### config.mk
export PLATFORM = sky130hd
export DESIGN_NAME = lca_mean_div
export DESIGN_NICKNAME = d
export VERILOG_FILES = /design/src/lca_pkg.sv /design/src/lca_mean_div.sv
export SDC_FILE = /design/constraint.sdc
export NUM_CORES = 1
export LEC_CHECK = 0
export BUFFER_PORTS_ARGS = -buffer_cell sky130_fd_sc_hd__buf_2
export CAP_MARGIN = 10
export CORE_MARGIN = 2
export CORE_UTILIZATION = 50
export CTS_CLUSTER_SIZE = 24
export DETAILED_ROUTE_END_ITERATION = 6
export GPL_TIMING_DRIVEN = 0
export PLACE_DENSITY = 0.66
export SLEW_MARGIN = 20
export SYNTH_ARGS = -nofsm -noshare
export SYNTH_HDL_FRONTEND = slang
export SYNTH_SLANG_ARGS = --single-unit
### constraint.sdc
create_clock -name aclk -period 7.7 [get_ports aclk]
set_input_delay 0.77 -clock aclk [delete_from_list [all_inputs] [get_ports aclk]]
set_output_delay 0.77 -clock aclk [all_outputs]
set_load 0.02 [all_outputs]
### src/lca_pkg.sv
`timescale 1ns / 1ps
// ----------------------------------------------------------------------------
// lca_pkg
// Shared types and constants for the leader cluster assigner.
// ----------------------------------------------------------------------------
package lca_pkg;

    localparam int DEF_MAX_CLUSTERS = 8;
    localparam int DEF_MAX_FEATURES = 16;

    localparam int VALUE_W   = 16;
    localparam int DIST_W    = 40;
    localparam int COUNT_W   = 24;
    localparam int FC_W      = 5;
    localparam int CFG_IDX_W = 4;
    localparam int CFG_DATA_W = 40;

    localparam logic [DIST_W-1:0] THRESHOLD_RESET = 40'd65536;
    localparam logic [FC_W-1:0]   FEATURE_COUNT_RESET = 5'd16;

    // register indexes
    localparam logic [CFG_IDX_W-1:0] REG_THRESHOLD     = 4'd0;
    localparam logic [CFG_IDX_W-1:0] REG_FEATURE_COUNT = 4'd1;

    typedef struct packed {
        logic signed [15:0] feature_value;
        logic               feature_valid;
    } lca_in_t;

    typedef struct packed {
        logic [2:0] cluster_label;
        logic       opened_cluster;
        logic [3:0] clusters_in_use;
    } lca_out_t;

    // control from the sequencer to every cell
    typedef struct packed {
        logic acc_en;
        logic acc_first;
        logic elem_valid;
        logic wr_en;
        logic cnt_inc;
    } lca_cell_ctrl_t;

    typedef enum logic [2:0] {
        ST_COLLECT,
        ST_DIST,
        ST_DRAIN,
        ST_SCAN,
        ST_DECIDE,
        ST_MEAN,
        ST_WAIT,
        ST_OUT
    } lca_state_t;

    typedef enum logic [1:0] {
        DV_IDLE,
        DV_MUL,
        DV_ADD,
        DV_ITER
    } lca_div_state_t;

endpackage

### src/lca_mean_div.sv
`timescale 1ns / 1ps
// ----------------------------------------------------------------------------
// lca_mean_div
// Running mean of one element: (old * (n - 1) + x) / n, truncated toward
// zero, by a restoring divider that makes one quotient bit a cycle.
// ----------------------------------------------------------------------------
module lca_mean_div (
    input  logic                        aclk,
    input  logic                        aresetn,
    input  logic                        start,
    input  logic signed [15:0]          old_value,
    input  logic signed [15:0]          x_value,
    input  logic [lca_pkg::COUNT_W-1:0] n_value,
    output logic                        done,
    output logic signed [15:0]          mean_value
);
    import lca_pkg::*;

    lca_div_state_t     state_reg, state_next;
    logic               latch_en, mul_en, add_en, iter_en;
    logic signed [15:0] old_reg, x_reg;
    logic [COUNT_W-1:0] n_reg;
    logic signed [40:0] prod_reg;
    logic signed [41:0] num;
    logic [41:0]        rem_reg;
    logic [41:0]        dvs_reg;
    logic               neg_reg;
    logic [15:0]        q_reg;
    logic [3:0]         step_reg;
    logic               done_reg;
    logic               ge;

    // next state
    always_comb begin
        state_next = state_reg;
        case (state_reg)
            DV_IDLE: if (start) state_next = DV_MUL;
            DV_MUL:  state_next = DV_ADD;
            DV_ADD:  state_next = DV_ITER;
            DV_ITER: if (step_reg == 4'd0) state_next = DV_IDLE;
            default: state_next = DV_IDLE;
        endcase
    end

    // stage enables
    always_comb begin
        latch_en = 1'b0;
        mul_en   = 1'b0;
        add_en   = 1'b0;
        iter_en  = 1'b0;
        case (state_reg)
            DV_IDLE: latch_en = start;
            DV_MUL:  mul_en   = 1'b1;
            DV_ADD:  add_en   = 1'b1;
            DV_ITER: iter_en  = 1'b1;
            default: ;
        endcase
    end

    always_ff @(posedge aclk) begin
        if (!aresetn) begin
            state_reg <= DV_IDLE;
            done_reg  <= 1'b0;
        end else begin
            state_reg <= state_next;
            done_reg  <= iter_en && (step_reg == 4'd0);
        end
    end

    assign num = prod_reg + x_reg;
    assign ge  = (rem_reg >= dvs_reg);

    // datapath
    always_ff @(posedge aclk) begin
        if (latch_en) begin
            old_reg <= old_value;
            x_reg   <= x_value;
            n_reg   <= n_value;
        end
        if (mul_en) begin
            prod_reg <= old_reg * $signed({1'b0, n_reg - 1'b1});
        end
        if (add_en) begin
            neg_reg  <= num[41];
            rem_reg  <= num[41] ? 42'(-num) : 42'(num);
            dvs_reg  <= 42'(n_reg) << 15;
            step_reg <= 4'd15;
        end
        if (iter_en) begin
            if (ge) begin
                rem_reg <= rem_reg - dvs_reg;
            end
            q_reg    <= {q_reg[14:0], ge};
            dvs_reg  <= dvs_reg >> 1;
            step_reg <= step_reg - 1'b1;
        end
    end

    assign done       = done_reg;
    assign mean_value = neg_reg ? $signed(-q_reg) : $signed(q_reg);

endmodule

# Yosys cells after proc, flatten, opt, wreduce, memory -nomap -nowiden

Index checks and enable logic that the tools add are counted.

Register bits: 202
Bits in latches: 0
Memory bits (writable): 0
Memory bits (read-only): 0
Input port bits: 59
Output and inout port bits: 17
Logic and storage cells: 46
Memories: 0

Add/sub/neg operators: 6
Multiply operators: 1
Div/mod/pow operators: 0
Order comparisons: 1
Equal/unequal tests: 5
Shifts and indexed selects: 0
Muxes and demuxes: 16
Bitwise gates (word level): 0
Reduce and logical (&&, ||, !) cells: 5

Operators with widths:

| cell                                                 | number |
|---|---|
| 2-to-1 mux 42 bit                                    | 4 |
| adder 41 x 16 -> 42 bit                              | 1 |
| >= comparator 42 x 39 -> 1 bit                       | 1 |
| negation 42 bit                                      | 1 |
| subtractor 42 x 39 -> 42 bit                         | 1 |
| multiplier 16 x 25 -> 41 bit                         | 1 |
| 2-to-1 mux 39 bit                                    | 1 |
| 2-to-1 mux 38 bit                                    | 1 |
| subtractor 24 x 1 -> 24 bit (second input constant)  | 1 |
| 2-to-1 mux 16 bit                                    | 1 |
| negation 16 bit                                      | 1 |
| 2-to-1 mux 4 bit                                     | 2 |
| one-hot mux 2 bit (4 select lines)                   | 1 |
| equality test 2 bit (second input constant)          | 2 |
| logical NOT 4 bit                                    | 1 |
| 2-to-1 mux 1 bit                                     | 4 |
| 2-to-1 mux 2 bit                                     | 2 |
| != test 2 bit (second input constant)                | 2 |
| subtractor 4 x 1 -> 4 bit (second input constant)    | 1 |
| equality test 2 x 1 -> 1 bit (second input constant) | 1 |
| logical NOT 2 bit                                    | 1 |
| AND reduction 2 bit                                  | 1 |
| nonzero test 2 bit                                   | 1 |
| logical AND 1 bit                                    | 1 |

# Logic depth before layout (Yosys ltp)

Word-level depth: 6
Depth in mapped cells: 32

# Worst setup path after synthesis

Ideal clock, no wire load.

Path type: register -> register
From: reg n_reg[2]
To: reg prod_reg[39] (data pin)
Library setup time: 0.264 ns
Data arrival time: 8.125 ns
Data required time: 7.436 ns
Setup slack: -0.689 ns
Cell stages (with the launch flop): 28
Path buffers: 1
Clock period less this slack: 8.389 ns
Cell sequence: edfxtp_1 -> nor4_1 -> nand2_1 -> or4_1 -> nor3_1 -> xor2_1 -> clkbuf_1 -> nand2_1 -> fa_1 -> fa_1 -> fa_1 -> inv_1 -> fa_1 -> fa_1 -> inv_1 -> fa_1 -> inv_1 -> ha_1 -> a21o_1 -> a21oi_1 -> o211ai_1 -> a41oi_1 -> o21ai_0 -> o41ai_1 -> nor2_1 -> o41a_1 -> a221oi_1 -> xnor2_1

Longest elaborated chain between the ends: 2

Ends and longest elaborated chain:

| item                         | RTL line           | source |
|---|---|---|
| start: declaration           | lca_mean_div.sv:22 | `logic [COUNT_W-1:0] n_reg;` |
| start signal: assignment     | lca_mean_div.sv:78 | `n_reg <= n_value;` |
| subtractor 24 x 1 -> 24 bit  | lca_mean_div.sv:81 | `prod_reg <= old_reg * $signed({1'b0, n_reg - 1'b1});` |
| multiplier 16 x 25 -> 41 bit | lca_mean_div.sv:81 |  |
| end signal: assignment       | lca_mean_div.sv:81 |  |
| end: declaration             | lca_mean_div.sv:23 | `logic signed [40:0] prod_reg;` |

No other way between the ends.
A chain may end at the register's enable or synchronous reset.

# Worst setup path after layout

From: reg n_reg[3]
To: reg prod_reg[31] (data pin)

Same word-level chain as after synthesis.

==> results.cfg <==
[hold_path]
holdPathEnd = old_reg[12]
hp-class = in2reg
hp-start = old_value[12]
whs_path_depth = 1

[floorplanning]
die_width_um = 233
top_level_ports = 76
die_area_mm2 = 0.0542
fp.dieH_um = 233
core_region_area_mm2 = 0.0515
row_count = 83
initial_core_util = 0.509

[worst_setup_path]
rr_worst_depth = 29
crit_family = adder cells
cp_data_arrival_time_ps = 8520
cp_max_fo = 4
start_kind = register
cp_num_buf_inv = 8
timing_worst_setup_path_type = reg2reg
worst_path_max_delay_cell = fa_2
worst_path_most_repeated_cell = fa_1
end_kind = register
r2r_slack_ps = -530
required_ps = 7990
cp_slowest_stage_delay_ps = 600
reg2reg_from = n_reg[3]
r2r_end = prod_reg[31]

[routing]
drt-total-wl_mm = 80.1
ant_nets = 0
drt-initial-drc-count = 1363
via_per_inst = 5.74
met1_length_mm = 31.4
met2WireLength_mm = 39.2
dr.pass1.iters = 5
met3_length_mm = 5.28
avgRoutedWirePerCell_um = 21.3
post-route-drc-count = 0
top_layer = met4
via_count = 21600

[synthesis]
synth_nets = 3465
ys_ff_latch = 202
synth_edf_count = 157
postSynthCellCount = 2871
yosys.area.top_type_share = 0.235
yosysUniqueCellTypes = 89
synth_top_cell_by_area = fa_1
postSynthAreaPerCell_um2 = 9.12
ys_seq_area_frac = 0.214
synth_area_leaders = fa_1 24%, edfxtp_1 18%, ha_1 11%, inv_1 6.3%, nand2_1 4.5%
ys.flop_type = edfxtp_1
async_flop_share = 0
yosys_warnings = 0
yosys-top-cells-count = 438 x inv_1, 313 x nand2_1, 308 x fa_1
yosysMostFrequentCell = inv_1
synth_area_mm2 = 0.0262

[finish]
largest_reg_flops = 42
fin_nets = 3651
fin_util = 0.584
area_delta_synth_final_pct = 14.9
layout-drive-gt1-share = 0.133

[grt]
antenna_found_initial = 2
grt_pass1_wl_mm = 123
grt_pass1_vias = 22000
grt_use_total = 0.297
grt_start_max_net_pins = 32
overflow = 0

[job]
maxCapViolCount = 0

[clock_network]
clock_path_buffers = 3
hold_buffers = 0
clock-sinks = 202
htree_num_levels = 1
clk_pin_slew_ps = 70
insertion_delay_ps = 550
numCtsBuffers = 26
cts_tree = built
cts-root-buf = clkbuf_16

[outcome]
status = finished, violations left
violations = setup timing

[placement]
gp_congestion = 0.983
hpwl_mm = 63.0
numPortBuffers = 75

[timing]
fmax_mhz = 121
rsz0062_at_grt = true
period_minus_slack_ps = 8230
relSlewSlack = 0.300
tns_ps = -4360
finalSetupViolations = 14
hold_slack_ps = 386
drv_slew = 0
worst_slew_pin_slew_ps = 1040
setup_slack_ps = -534
hold_viol = 0
fin_crit_sh = 1.07
fin_skew_ps = 14.5
==> stage by stage <==
stage | cells | area (um^2) | setup WS [ps]
2_1_floorplan | 2871 | 26300 | 8.62
3_3_place_gp | 3626 | 27500 | -1800
3_5_place_dp | 3629 | 27600 | -1830
4_1_cts | 3732 | 29600 | -487
5_1_grt | 3758 | 30100 | -746
6_report | 3758 | 30100 | -534
==> worst max path at each step <==
stage,startpoint,to,slack [ps],depth (start not counted)
after detailed placement,n_reg[0],prod_reg[40],-1830,28
after global routing,n_reg[0],prod_reg[31],-750,29
after global placement,n_reg[0],prod_reg[40],-1800,28
final,n_reg[3],prod_reg[31],-530,29
after CTS,n_reg[3],prod_reg[39],-490,29
after floorplan,n_reg[0],prod_reg[39],9,28
==> cell usage in the layout, fill, tap and decap left out, drive strengths merged, types with 8 or more instances in the layout <==
master	n
a211oi	25
a21o	63
a21oi	131
a31oi	14
and2	168
and3	29
buf	180
clkbuf	126
clkinv	8
dfxtp	45
edfxtp	157
fa	308
ha	227
inv	438
mux2	22
nand2	313
nand2b	21
nand3	25
nand4	24
nor2	155
nor2b	37
nor3	38
nor4	16
o211ai	12
o21a	23
o21ai	129
o21bai	11
o31ai	17
o41ai	9
or2	9
or3	8
or4	13
xnor2	106
xor2	59
==> per-layer routing <==
layer  track usage  vias to the layer above
met2         0.514                      763
li1              -                     9871
met1         0.364                    10700
met4         0.142                        0
met5             0                        -
met3        0.0446                      215
==> timing repair <==
item / in CTS / in global routing
hold endpoints to repair: 0 / 0
endpoints found under the setup margin: 27 / 23
pin swaps: 66 / 41
setup buffers: 56 / 26
gates resized for setup: 129 / 73
==> worst register-to-register path: cells and delay by family (launching register included) <==
kind	cells	cell delay (ps)
buf+inv	8	960
flops	1	440
compound gates	3	580
simple gates	9	2120
xor+xnor	2	430
fa+ha+maj	7	3430
==> final cells by class <==
| type | count | area, um^2 |
|---|---|---|
| Clock buffer | 35 | 811 |
| Clock inverter | 13 | 105 |
| Tap cell | 680 | 851 |
| Timing Repair Buffer | 160 | 1100 |
| Buffer | 111 | 616 |
| Fill cell | 4503 | 21400 |
| Inverter | 439 | 1650 |
| Antenna cell | 1 | 2.50 |
| Multi-Input combinational cell | 2117 | 19400 |
| Sequential cell | 202 | 5620 |
==> logic make-up after synthesis <==
group	share of synthesized area
AO/OA/AOI/OAI	0.127
XOR/XNOR	0.0555
AND/OR/NAND/NOR	0.167
flip-flops	0.214
buffers and inverters	0.0804
adder cells (fa/ha/maj)	0.344
multiplexers	0.0121
Power is left out: the tool's default activity adds up to more than one toggle a clock period on the data nets, which glitch-free logic cannot reach.
