===== src/lca_pkg.sv =====
`timescale 1ns / 1ps
// ----------------------------------------------------------------------------
// lca_pkg
// Shared types and constants for the leader cluster assigner.
// ----------------------------------------------------------------------------
package lca_pkg;

    localparam int DEF_MAX_CLUSTERS = 8;
    localparam int DEF_MAX_FEATURES = 16;

    localparam int VALUE_W   = 16;
    localparam int DIST_W    = 40;
    localparam int COUNT_W   = 24;
    localparam int FC_W      = 5;
    localparam int CFG_IDX_W = 4;
    localparam int CFG_DATA_W = 40;

    localparam logic [DIST_W-1:0] THRESHOLD_RESET = 40'd65536;
    localparam logic [FC_W-1:0]   FEATURE_COUNT_RESET = 5'd16;

    // register indexes
    localparam logic [CFG_IDX_W-1:0] REG_THRESHOLD     = 4'd0;
    localparam logic [CFG_IDX_W-1:0] REG_FEATURE_COUNT = 4'd1;

    typedef struct packed {
        logic signed [15:0] feature_value;
        logic               feature_valid;
    } lca_in_t;

    typedef struct packed {
        logic [2:0] cluster_label;
        logic       opened_cluster;
        logic [3:0] clusters_in_use;
    } lca_out_t;

    // control from the sequencer to every cell
    typedef struct packed {
        logic acc_en;
        logic acc_first;
        logic elem_valid;
        logic wr_en;
        logic cnt_inc;
    } lca_cell_ctrl_t;

    typedef enum logic [2:0] {
        ST_COLLECT,
        ST_DIST,
        ST_DRAIN,
        ST_SCAN,
        ST_DECIDE,
        ST_MEAN,
        ST_WAIT,
        ST_OUT
    } lca_state_t;

    typedef enum logic [1:0] {
        DV_IDLE,
        DV_MUL,
        DV_ADD,
        DV_ITER
    } lca_div_state_t;

endpackage


===== src/lca_cell.sv =====
`timescale 1ns / 1ps
// ----------------------------------------------------------------------------
// lca_cell
// One cluster: centroid, member count, distance accumulator and one stage
// of the registered nearest-centroid chain.
// ----------------------------------------------------------------------------
module lca_cell #(
    parameter int MAX_FEATURES = 16,
    parameter int MAX_CLUSTERS = 8,
    parameter int CELL_INDEX   = 0,
    localparam int FIDX_W = (MAX_FEATURES > 1) ? $clog2(MAX_FEATURES) : 1,
    localparam int CIDX_W = $clog2(MAX_CLUSTERS)
) (
    input  logic                        aclk,
    input  logic                        aresetn,
    input  lca_pkg::lca_cell_ctrl_t     ctrl,
    input  logic                        sel,
    input  logic                        cell_open,
    input  logic [FIDX_W-1:0]           addr,
    input  logic signed [15:0]          row_value,
    input  logic signed [15:0]          wr_value,
    input  logic                        chain_in_any,
    input  logic [lca_pkg::DIST_W-1:0]  chain_in_dist,
    input  logic [CIDX_W-1:0]           chain_in_idx,
    output logic signed [15:0]          rd_value,
    output logic [lca_pkg::COUNT_W-1:0] count_value,
    output logic                        chain_out_any,
    output logic [lca_pkg::DIST_W-1:0]  chain_out_dist,
    output logic [CIDX_W-1:0]           chain_out_idx
);
    import lca_pkg::*;

    logic signed [15:0]  centroid_reg [MAX_FEATURES];
    logic [COUNT_W-1:0]  count_reg;
    logic [31:0]         prod_reg, prod_next;
    logic                prodv_reg, prodfirst_reg;
    logic [DIST_W-1:0]   acc_reg;
    logic                best_any_reg;
    logic [DIST_W-1:0]   best_dist_reg;
    logic [CIDX_W-1:0]   best_idx_reg;
    logic signed [16:0]  diff;
    logic signed [33:0]  sq;
    logic                take_own;

    assign rd_value    = centroid_reg[addr];
    assign count_value = count_reg;

    // centroid and member count
    always_ff @(posedge aclk) begin
        if (!aresetn) begin
            for (int i = 0; i < MAX_FEATURES; i++) begin
                centroid_reg[i] <= '0;
            end
            count_reg <= '0;
        end else begin
            if (ctrl.wr_en && sel) begin
                centroid_reg[addr] <= wr_value;
            end
            if (ctrl.cnt_inc && sel && (count_reg != {COUNT_W{1'b1}})) begin
                count_reg <= count_reg + 1'b1;
            end
        end
    end

    // squared difference of one element
    always_comb begin
        diff      = $signed({row_value[15], row_value}) - $signed({rd_value[15], rd_value});
        sq        = diff * diff;
        prod_next = ctrl.elem_valid ? sq[31:0] : 32'd0;
    end

    // product stage, then accumulate
    always_ff @(posedge aclk) begin
        if (!aresetn) begin
            prodv_reg <= 1'b0;
        end else begin
            prodv_reg <= ctrl.acc_en;
        end
    end

    always_ff @(posedge aclk) begin
        prod_reg      <= prod_next;
        prodfirst_reg <= ctrl.acc_first;
        if (prodv_reg) begin
            acc_reg <= prodfirst_reg ? DIST_W'(prod_reg) : acc_reg + DIST_W'(prod_reg);
        end
    end

    // nearest-centroid chain stage; ties keep the lower index
    assign take_own = cell_open && (!chain_in_any || (acc_reg < chain_in_dist));

    always_ff @(posedge aclk) begin
        if (take_own) begin
            best_any_reg  <= 1'b1;
            best_dist_reg <= acc_reg;
            best_idx_reg  <= CIDX_W'(CELL_INDEX);
        end else begin
            best_any_reg  <= chain_in_any;
            best_dist_reg <= chain_in_dist;
            best_idx_reg  <= chain_in_idx;
        end
    end

    assign chain_out_any  = best_any_reg;
    assign chain_out_dist = best_dist_reg;
    assign chain_out_idx  = best_idx_reg;

endmodule


===== config.mk =====
export PLATFORM = sky130hd
export DESIGN_NAME = lca_cell
export DESIGN_NICKNAME = d
export VERILOG_FILES = /design/src/lca_pkg.sv /design/src/lca_cell.sv
export SDC_FILE = /design/constraint.sdc
export NUM_CORES = 1
export LEC_CHECK = 0
export BUFFER_PORTS_ARGS = -buffer_cell sky130_fd_sc_hd__buf_2
export CORE_MARGIN = 3
export CORE_UTILIZATION = 50
export DETAILED_ROUTE_END_ITERATION = 8
export PLACE_DENSITY = 0.68
export SLEW_MARGIN = 25
export SYNTH_ARGS = -nofsm -noshare
export SYNTH_HDL_FRONTEND = slang
export SYNTH_SLANG_ARGS = --single-unit

===== constraint.sdc =====
create_clock -name aclk -period 16.19 [get_ports aclk]
set_input_delay 2.4285 -clock aclk [delete_from_list [all_inputs] [get_ports aclk]]
set_output_delay 2.4285 -clock aclk [all_outputs]
set_load 0.02 [all_outputs]

# Word level (Yosys, flattened, before mapping)
# Memories as Yosys holds them, arrays and structs flattened.
# Cells that the tools add are included.
[word_totals]
latchBits = 0
romBits = 0
out_inout_bits = 84
input_bits = 89
regBits = 142
n_memories = 1
ramBits = 256
elab_cells = 32
[mem_list]
columns = ["name", "words", "word_bits", "read_ports", "rd_ports_with_merged_regs", "wr", "line_no", "rtl"]
rows = [
  ["centroid_reg", 16, 16, 1, 0, 16, "lca_cell.sv:33", "logic signed [15:0] centroid_reg [MAX_FEATURES];"],
]
[op_classes]
magnitude_cmp = 1
bitwise = 0
addsub = 3
eq_ne = 1
div = 0
shifts = 0
n_mux = 9
reduce_logical = 7
multipliers = 1
[ops]
columns = ["operator", "count"]
rows = [
  ["$add A40 B32 Y40", 1],
  ["$lt A40 B40 Y1", 1],
  ["$mux W40", 1],
  ["$mul A17 B17 Y32", 1],
  ["$mux W32", 1],
  ["$add A24 B1 Y24 const B", 1],
  ["$ne A24 B24 Y1 const B", 1],
  ["$sub A16 B16 Y17", 1],
  ["$mux W16", 1],
  ["$reduce_or A16 Y1", 1],
  ["$mux W1", 5],
  ["$logic_and A1 B1 Y1", 4],
  ["$mux W4", 1],
  ["$logic_not A1 Y1", 1],
  ["$logic_or A1 B1 Y1", 1],
]

# Depth between registers and ports, before layout
# Gate-level depths: netlist (run 1).
[logic_depth]
word_depth = 6
mapped_depth = 39
mapped_depth_nobuf = 35

# Worst setup path before layout (run 1)
# OpenSTA, ideal clock, no wires.
[synth_timing]
path_type = "in2reg"
startpoint = "input addr[0]"
endpoint = "register prod_reg[30]"
setup_ns = 0.115
required_time_ns = 16.075
arrival_ns = 11.639
slack_ns = 4.436
path_buffers = 4
stages = 35
cell_sequence = "clkbuf_1 -> buf_2 -> buf_2 -> mux4_2 -> mux4_2 -> inv_1 -> ha_1 -> a2111o_1 -> a41o_1 -> a211o_1 -> a41oi_1 -> o21bai_1 -> xnor2_1 -> buf_2 -> nor2_1 -> fa_1 -> fa_1 -> inv_1 -> fa_1 -> inv_1 -> fa_1 -> fa_1 -> inv_1 -> fa_1 -> inv_1 -> ha_1 -> a211o_1 -> a21oi_1 -> o221ai_1 -> nor2_1 -> o21ai_0 -> o41ai_1 -> o21ai_0 -> xor2_1 -> and2_1"
[synth_via]
elab_chain_cells = 3
[synth_rtl]
columns = ["item", "line_no", "rtl"]
rows = [
  ["start, declared", "lca_cell.sv:19", "input logic [FIDX_W-1:0] addr,"],
  ["$mem_v2 Z16 W16", "n/a", ""],
  ["via rd_value[8]", "lca_cell.sv:25", "output logic signed [15:0] rd_value,"],
  ["$sub A16 B16 Y17", "lca_cell.sv:67", "diff = $signed({row_value[15], row_value}) - $signed({rd_value[15], rd_value});"],
  ["$mul A17 B17 Y32", "lca_cell.sv:68", "sq = diff * diff;"],
  ["end signal, assigned", "lca_cell.sv:82", "prod_reg <= prod_next;"],
  ["end, declared", "lca_cell.sv:35", "logic [31:0] prod_reg, prod_next;"],
]
# The timed path passes the listed nets, and every way through them passes these cells.
# A chain may end at the register's enable or synchronous reset.

# Final worst setup path (run 1)
[layout_timing]
startpoint = "input addr[1]"
endpoint = "register prod_reg[30]"
[layout_via]
elab_chain_cells = 3
[layout_rtl]
columns = ["item", "line_no"]
rows = [
  ["$mem_v2 Z16 W16", "n/a"],
  ["$sub A16 B16 Y17", "lca_cell.sv:67"],
  ["$mul A17 B17 Y32", "lca_cell.sv:68"],
]
# No other way between the ends.

==> results of run 1 <==
[Yosys cell counts, types with 25 or more instances]
master and number:
sky130_fd_sc_hd__inv_1 369, sky130_fd_sc_hd__and2_1 298, sky130_fd_sc_hd__edfxtp_1 296, sky130_fd_sc_hd__fa_1 260, sky130_fd_sc_hd__ha_1 165, sky130_fd_sc_hd__nand2_1 146
sky130_fd_sc_hd__nor2_1 134, sky130_fd_sc_hd__dfxtp_1 101, sky130_fd_sc_hd__clkbuf_1 81, sky130_fd_sc_hd__mux4_2 80, sky130_fd_sc_hd__o21ai_0 75, sky130_fd_sc_hd__xnor2_1 66
sky130_fd_sc_hd__a21oi_1 63, sky130_fd_sc_hd__mux2_4 31, sky130_fd_sc_hd__xor2_1 30, sky130_fd_sc_hd__nand3_1 29, sky130_fd_sc_hd__a21o_1 25
[final cells by class]
type                    instances  area (um2)  share of cell area (%)
inverters                     377        1420                    4.40
clock buffers                  61        1240                    3.85
flip-flops and latches        397       10900                    33.9
repair buffers                209        1140                    3.56
multi-input cells            1650       16300                    50.6
clock inverters                24         225                   0.700
diodes                          2        5.00                  0.0156
well taps                     756         946                    2.94
[final timing paths]
check / startpoint / end / slack, ns / depth (start not counted)
min: count_value[22]$_SDFFE_PN0P_ / count_value[22]$_SDFFE_PN0P_ / 0.49 / 2
max: addr[1] / prod_reg[30]$_SDFF_PN0_ / 3.16 / 33
min reg2reg: count_value[22]$_SDFFE_PN0P_ / count_value[22]$_SDFFE_PN0P_ / 0.49 / 2
max reg2reg: centroid_reg[7][2]$_SDFFCE_PN0P_ / prod_reg[30]$_SDFF_PN0_ / 5.68 / 33
[metrics by stage]
stage	setup WS, ns	instances
after floorplan	4.44	2516
after global placement	3.01	3389
after detailed placement	2.73	3389
after CTS	3.32	3474
after global routing	2.44	3475
final	3.16	3476
[logic make-up after synthesis]
kind of cell,Yosys count,synth area share [%]
buffers and inverters,469,6.21
XOR/XNOR,97,2.96
adder cells (fa/ha/maj),425,25.1
multiplexers,128,8.47
flip-flops,397,37.7
AND/OR/NAND/NOR,730,13.3
AO/OA/AOI/OAI,270,6.23
[layer usage]
layer | wire (um) | up-vias | GRT usage (%)
met5 | 0 | - | 0
met4 | 2010 | 0 | 7.04
li1 | - | 8760 | -
met3 | 4060 | 117 | 3.57
met1 | 27900 | 9345 | 29.7
met2 | 34100 | 568 | 40.6
[critical path: cells and delay by family]
kind	cells	cell delay, ns
simple gates	3	0.61
mux	2	0.90
xor+xnor	2	1.01
compound gates	9	2.58
fa+ha+maj	8	3.71
buf+inv	9	2.25
[layout by cell type, fill, tap and decap left out, types with 12 or more instances in the layout]
cell type                     n
sky130_fd_sc_hd__dfxtp_1     99
sky130_fd_sc_hd__mux4_2      80
sky130_fd_sc_hd__o21bai_1    14
sky130_fd_sc_hd__nor2_1     132
sky130_fd_sc_hd__nand2_1    146
sky130_fd_sc_hd__clkbuf_16   47
sky130_fd_sc_hd__nand4_1     20
sky130_fd_sc_hd__nand3_1     29
sky130_fd_sc_hd__and2_1     298
sky130_fd_sc_hd__buf_4       37
sky130_fd_sc_hd__a21o_1      25
sky130_fd_sc_hd__o21a_1      13
sky130_fd_sc_hd__buf_2      171
sky130_fd_sc_hd__a21oi_1     63
sky130_fd_sc_hd__clkbuf_1    13
sky130_fd_sc_hd__o21ai_0     63
sky130_fd_sc_hd__xnor2_1     65
sky130_fd_sc_hd__nand2b_1    18
sky130_fd_sc_hd__edfxtp_1   296
sky130_fd_sc_hd__nor3_1      12
sky130_fd_sc_hd__fa_1       260
sky130_fd_sc_hd__mux2_4      31
sky130_fd_sc_hd__ha_1       165
sky130_fd_sc_hd__nor2b_1     22
sky130_fd_sc_hd__inv_1      369
sky130_fd_sc_hd__xor2_1      30
sky130_fd_sc_hd__o21ai_1     17
==> out/metrics.yaml, run 1 <==
result_of_the_run: "finished clean"
number_of_antenna_violations_at_the_first_check_in_global_routing: 1
area_overhead_vs_synth_pct: 11.1
cts.reportedPaths.clkPinSlew_ns: 0.06
worstSetupStartpointType: "input port"
post_cts_resize_count: 0
route.detailed.drc: 0
share_of_synthesized_area_occupied_by_flip_flops_and_latches_pct: 37.7
cts_setup_buffers: 0
portBuffers: 172
synth_edf_count: 296
grt_setup_unrepaired: "no"
grt_pass1_wl_um: 109000
post_synth_inst_count: 2516
cts-htree-levels: 2
ctsRootBufferMaster: "sky130_fd_sc_hd__clkbuf_16"
num_rows: 87
mappedNetlistArea_mm2: 0.0289
drt-wirelength-per-cell_um: 19.6
timing_worst_setup_path_type: "input port to flop"
end_kind: "flop"
detail_route.wirelength_um: 68100
mappedNetlistNets: 3030
timing_worst_slew_pin_value_ns: 1.04
ant_nets: 0
post_route_cells_drive_above_1_share_pct: 15.6
die_height_um: 247
final.period_utilization_pct: 80.5
synthDistinctLibCells: 77
fin_crit_ns: 13.03
routed-via-count: 18800
tritoncts: "done"
worstPathRequired_ns: 16.65
track_usage_pct: 23.2
setup_viol_count_final: 0
first_global_vias: 20100
worst_hold_path_type: "flop to flop"
yosys_warnings: 0
first_iter_violations: 1170
clkSinkCount: 397
die_outline_area_mm2: 0.0608
hold_buffers: 0
critPathArrivalTime_ns: 13.50
share_of_the_core_filled_with_cells_pct: 56.6
globalRouteOverflowTotal: 0
max_stage_delay_ns: 0.85
synthDominantAreaCellType: "sky130_fd_sc_hd__edfxtp_1"
worst_clock_skew_ns: 0.0746
place_area_mm2: 0.0307
final.hold.worst_slack_ns: 0.495
floorplan.initialDensity_pct: 50.9
fmaxAchievable_mhz: 76.7
largest_reg_flops: 256
drt_pass1_iterations: 6
cts.path.max_buffers: 3
detailed_placement_wirelength_estimate_um: 51500
globalplace.congestion: 0.918
grt_max_degree: 72
layout.filler_cells: 4755
synth_largest_type_area_fraction_pct: 30.7
maxSlewViolCount: 0
post_drt_via_cell_ratio: 5.41
ys_seq_elements: 397
nNetsFinal: 3195
finalHoldViolations: 0
coreArea_mm2: 0.0568
floorplan.io_pins: 173
cp_max_fo: 39
fin_tns_setup_ns: 0
slew_headroom_pct: 30.2
ys.flop_type: "sky130_fd_sc_hd__edfxtp_1"
cell_at_the_slowest_stage_of_the_critical_path: "sky130_fd_sc_hd__xnor2_1"
tritoncts.num_buffers: 46
dieWidth_um: 247
synth_async_sr_flop_share_pct: 0
layout.cell_area.non_filler_mm2: 0.0322
clk-insertion-delay-late_ns: 0.63
post_synthesis_area_per_instance_um2: 11.5
synth.area.top_cells: "sky130_fd_sc_hd__edfxtp_1 (31%), sky130_fd_sc_hd__fa_1 (18%), sky130_fd_sc_hd__ha_1 (7.1%), sky130_fd_sc_hd__dfxtp_1 (7.0%), sky130_fd_sc_hd__and2_1 (6.4%)"
drv.max_cap_violation_count: 0
Power of run 1 is left out: the tool's default activity adds up to more than one toggle a clock period on the data nets, which glitch-free logic cannot reach.
==> run 2, diff against run 1 <==
--- a/config.mk
+++ b/config.mk
@@ -5,11 +5,12 @@
 export SDC_FILE = /design/constraint.sdc
 export NUM_CORES = 1
 export LEC_CHECK = 0
+export ABC_AREA = 1
 export BUFFER_PORTS_ARGS = -buffer_cell sky130_fd_sc_hd__buf_2
 export CORE_MARGIN = 3
 export CORE_UTILIZATION = 50
 export DETAILED_ROUTE_END_ITERATION = 8
-export PLACE_DENSITY = 0.68
+export PLACE_DENSITY = 0.67
 export SLEW_MARGIN = 25
 export SYNTH_ARGS = -nofsm -noshare
 export SYNTH_HDL_FRONTEND = slang
==> constraint.sdc (replaced) <==
create_clock -name aclk -period 12.05 [get_ports aclk]
set_input_delay 1.8075 -clock aclk [delete_from_list [all_inputs] [get_ports aclk]]
set_output_delay 1.8075 -clock aclk [all_outputs]
set_load 0.02 [all_outputs]
==> run 2 against run 1 <==
Against the previous run:
- area after synthesis up 4.8%
- global-route usage rose by 3.7 points
- critical path depth shrank 1
- sequential share of layout area shrank 1.1 points
- final cell count increased by 29%
- register-to-register slack got worse by 2.2 ns
- first-iteration DRC count is 100% higher
- worst hold slack better by 0.0097 ns
- via count grew 31%
- count of clock-buffer cells in the layout shrank 8
- clock skew decreased by 0.054 ns
- highest routed layer is now met5
==> out/metrics.yaml, run 2 <==
hold_start: "count_value[22]$_SDFFE_PN0P_"
grt_max_degree: 69
drt-wirelength-per-cell_um: 19.0
clkSinkCount: 397
synth_compound_gate_area_share_pct: 7.22
synth_async_sr_flop_share_pct: 0
synth_edf_count: 296
globalplace.congestion: 0.959
portBuffers: 172
fin_crit_ns: 10.63
detailed_placement_wirelength_estimate_um: 64200
synth.area.top_cells: "sky130_fd_sc_hd__edfxtp_1 (29%), sky130_fd_sc_hd__fa_1 (17%), sky130_fd_sc_hd__nand2_1 (7.8%), sky130_fd_sc_hd__ha_1 (6.8%), sky130_fd_sc_hd__dfxtp_1 (6.7%)"
mappedNetlistArea_mm2: 0.0303
layout.filler_cells: 5483
track_usage_pct: 26.9
grt_pass1_wl_um: 133000
first_iter_violations: 2340
tritoncts.num_buffers: 44
timing_worst_setup_path_type: "input port to flop"
coreArea_mm2: 0.0595
cts.path.max_buffers: 3
critical_path_buf_inv_count: 6
worstPathRequired_ns: 12.56
cts.reportedPaths.clkPinSlew_ns: 0.06
tritoncts: "done"
max_stage_delay_ns: 0.81
detail_route.wirelength_um: 85000
yosys_warnings: 0
largest_reg_flops: 256
post_synthesis_area_per_instance_um2: 8.55
die_height_um: 252
timing.rr.start: "centroid_reg[4][0]$_SDFFCE_PN0P_"
cts-htree-levels: 2
worst_clock_skew_ns: 0.0210
ys.flop_type: "sky130_fd_sc_hd__edfxtp_1"
post_synthesis_simple_gate_area_fraction_pct: 22.7
post_drt_via_cell_ratio: 5.51
worst_hold_path_type: "flop to flop"
setup_viol_count_final: 0
fin_tns_setup_ns: 0
num_rows: 89
share_of_the_core_filled_with_cells_pct: 55.9
synth_top_family_by_area: "adder cells"
final.period_utilization_pct: 88.2
ys_seq_elements: 397
route.detailed.drc: 0
grt_setup_unrepaired: "no"
drt_pass1_iterations: 6
mostFrequentLayoutCells: "sky130_fd_sc_hd__nand2_1 (630), sky130_fd_sc_hd__nor2_1 (529), sky130_fd_sc_hd__inv_1 (528), sky130_fd_sc_hd__nand3_1 (327), sky130_fd_sc_hd__edfxtp_1 (296)"
nNetsFinal: 4173
timing_worst_slew_pin_value_ns: 0.969
globalRouteOverflowTotal: 0
die_outline_area_mm2: 0.0636
post_route_cells_drive_above_1_share_pct: 9.78
end_kind: "flop"
post_cts_resize_count: 0
floorplan.io_pins: 173
synthDistinctLibCells: 53
dieWidth_um: 252
cpMostUsedCell: "sky130_fd_sc_hd__fa_1"
synth.mux.area_fraction_pct: 0
ant_nets: 0
crit_start: "addr[1]"
area_overhead_vs_synth_pct: 9.68
first_global_vias: 24300
drv.max_cap_violation_count: 0
ctsRootBufferMaster: "sky130_fd_sc_hd__clkbuf_16"
critical_path.top_delay_family: "adder cells"
slew_headroom_pct: 35.0
clk-insertion-delay-late_ns: 0.59
synth_common_cells: "sky130_fd_sc_hd__nand2_1 (630), sky130_fd_sc_hd__nor2_1 (531), sky130_fd_sc_hd__inv_1 (529)"
floorplan.initialDensity_pct: 51.0
cp_max_fo: 67
synth_largest_type_area_fraction_pct: 29.3
most_common_library_cell_in_the_layout_ignoring_fill_and_taps: "sky130_fd_sc_hd__nand2_1"
hold_buffers: 0
yosys.area_share.xor_xnor_pct: 1.15
cts_setup_buffers: 0
fmaxAchievable_mhz: 94.1
synthDominantAreaCellType: "sky130_fd_sc_hd__edfxtp_1"
critPathArrivalTime_ns: 11.14
cell_at_the_slowest_stage_of_the_critical_path: "sky130_fd_sc_hd__fa_1"
result_of_the_run: "finished clean"
maxSlewViolCount: 0
mappedNetlistNets: 4060
routed-via-count: 24600
number_of_antenna_violations_at_the_first_check_in_global_routing: 9
yosys.area_share.adder_pct: 24.0
finalHoldViolations: 0
post_synth_inst_count: 3546
share_of_synthesized_area_occupied_by_flip_flops_and_latches_pct: 36.0
worstSetupStartpointType: "input port"
yosys.cell_count.top_type: "sky130_fd_sc_hd__nand2_1"
[run 2: cell count changes in the layout (fill, tap and decap cells not counted), sizes merged, moves of 57 or more]
cell | before | now
a22oi | 0 | 65
nand3 | 30 | 328
and2 | 298 | 0
inv | 373 | 569
xnor2 | 67 | 10
mux4 | 80 | 0
a21oi | 64 | 146
nor2 | 134 | 552
nand2 | 146 | 642
[run 2: final cells by class]
type                    instances  area [um2]  share of cell area [%]
multi-input cells            2451       16700                    50.3
flip-flops and latches        397       10900                    32.8
inverters                     567        2130                    6.40
clock buffers                  53        1180                    3.54
repair buffers                198        1080                    3.26
well taps                     773         967                    2.91
clock inverters                24         264                   0.794
diodes                          5        12.5                  0.0376
[run 2: cell families (layout without fill, tap and decap cells)]
group	count (synthesis)	count (layout)
AND/OR/NAND/NOR	1625	1625
flip-flops	397	397
other	0	5
buffers and inverters	698	842
XOR/XNOR	32	32
AO/OA/AOI/OAI	369	369
adder cells (fa/ha/maj)	425	425
[run 2: worst paths after layout]
kind,to,slack [ns],depth (start not counted)
worst min-delay path,count_value[22]$_SDFFE_PN0P_,0.50,2
worst min register to register,count_value[22]$_SDFFE_PN0P_,0.50,2
worst max register to register,prod_reg[28]$_SDFF_PN0_,3.52,31
worst max-delay path,prod_reg[28]$_SDFF_PN0_,1.42,32
[run 2: per-layer routing]
| layer | vias up | GRT usage [%] | part of all wire (%) | routed length [um] |
|---|---|---|---|---|
| met2 | 1128 | 41.9 | 44 | 37500 |
| met5 | - | 0 | 0.071 | 60 |
| met3 | 190 | 6.36 | 9.9 | 8410 |
| li1 | 11700 | - | - | - |
| met4 | 10 | 10.4 | 4.1 | 3480 |
| met1 | 11600 | 36.6 | 42 | 35600 |
[run 2: stage by stage]
stage,hold WS (ns),worst slack [ns],instance area [um2],instances
2_1_floorplan,0.494,2.76,30300,3546
3_3_place_gp,0.482,0.842,31800,4386
3_5_place_dp,0.492,0.954,31800,4386
4_1_cts,0.503,1.54,33200,4463
5_1_grt,0.533,0.986,33300,4465
6_report,0.504,1.42,33300,4468
[run 2: worst register-to-register path: cells and delay by family (launching register included)]
kind / cells / cell delay, ns
compound gates: 3 / 0.43
fa+ha+maj: 9 / 4.52
buf+inv: 4 / 0.86
flops: 1 / 0.44
simple gates: 15 / 2.27
Power of run 2 is left out for the same reason.
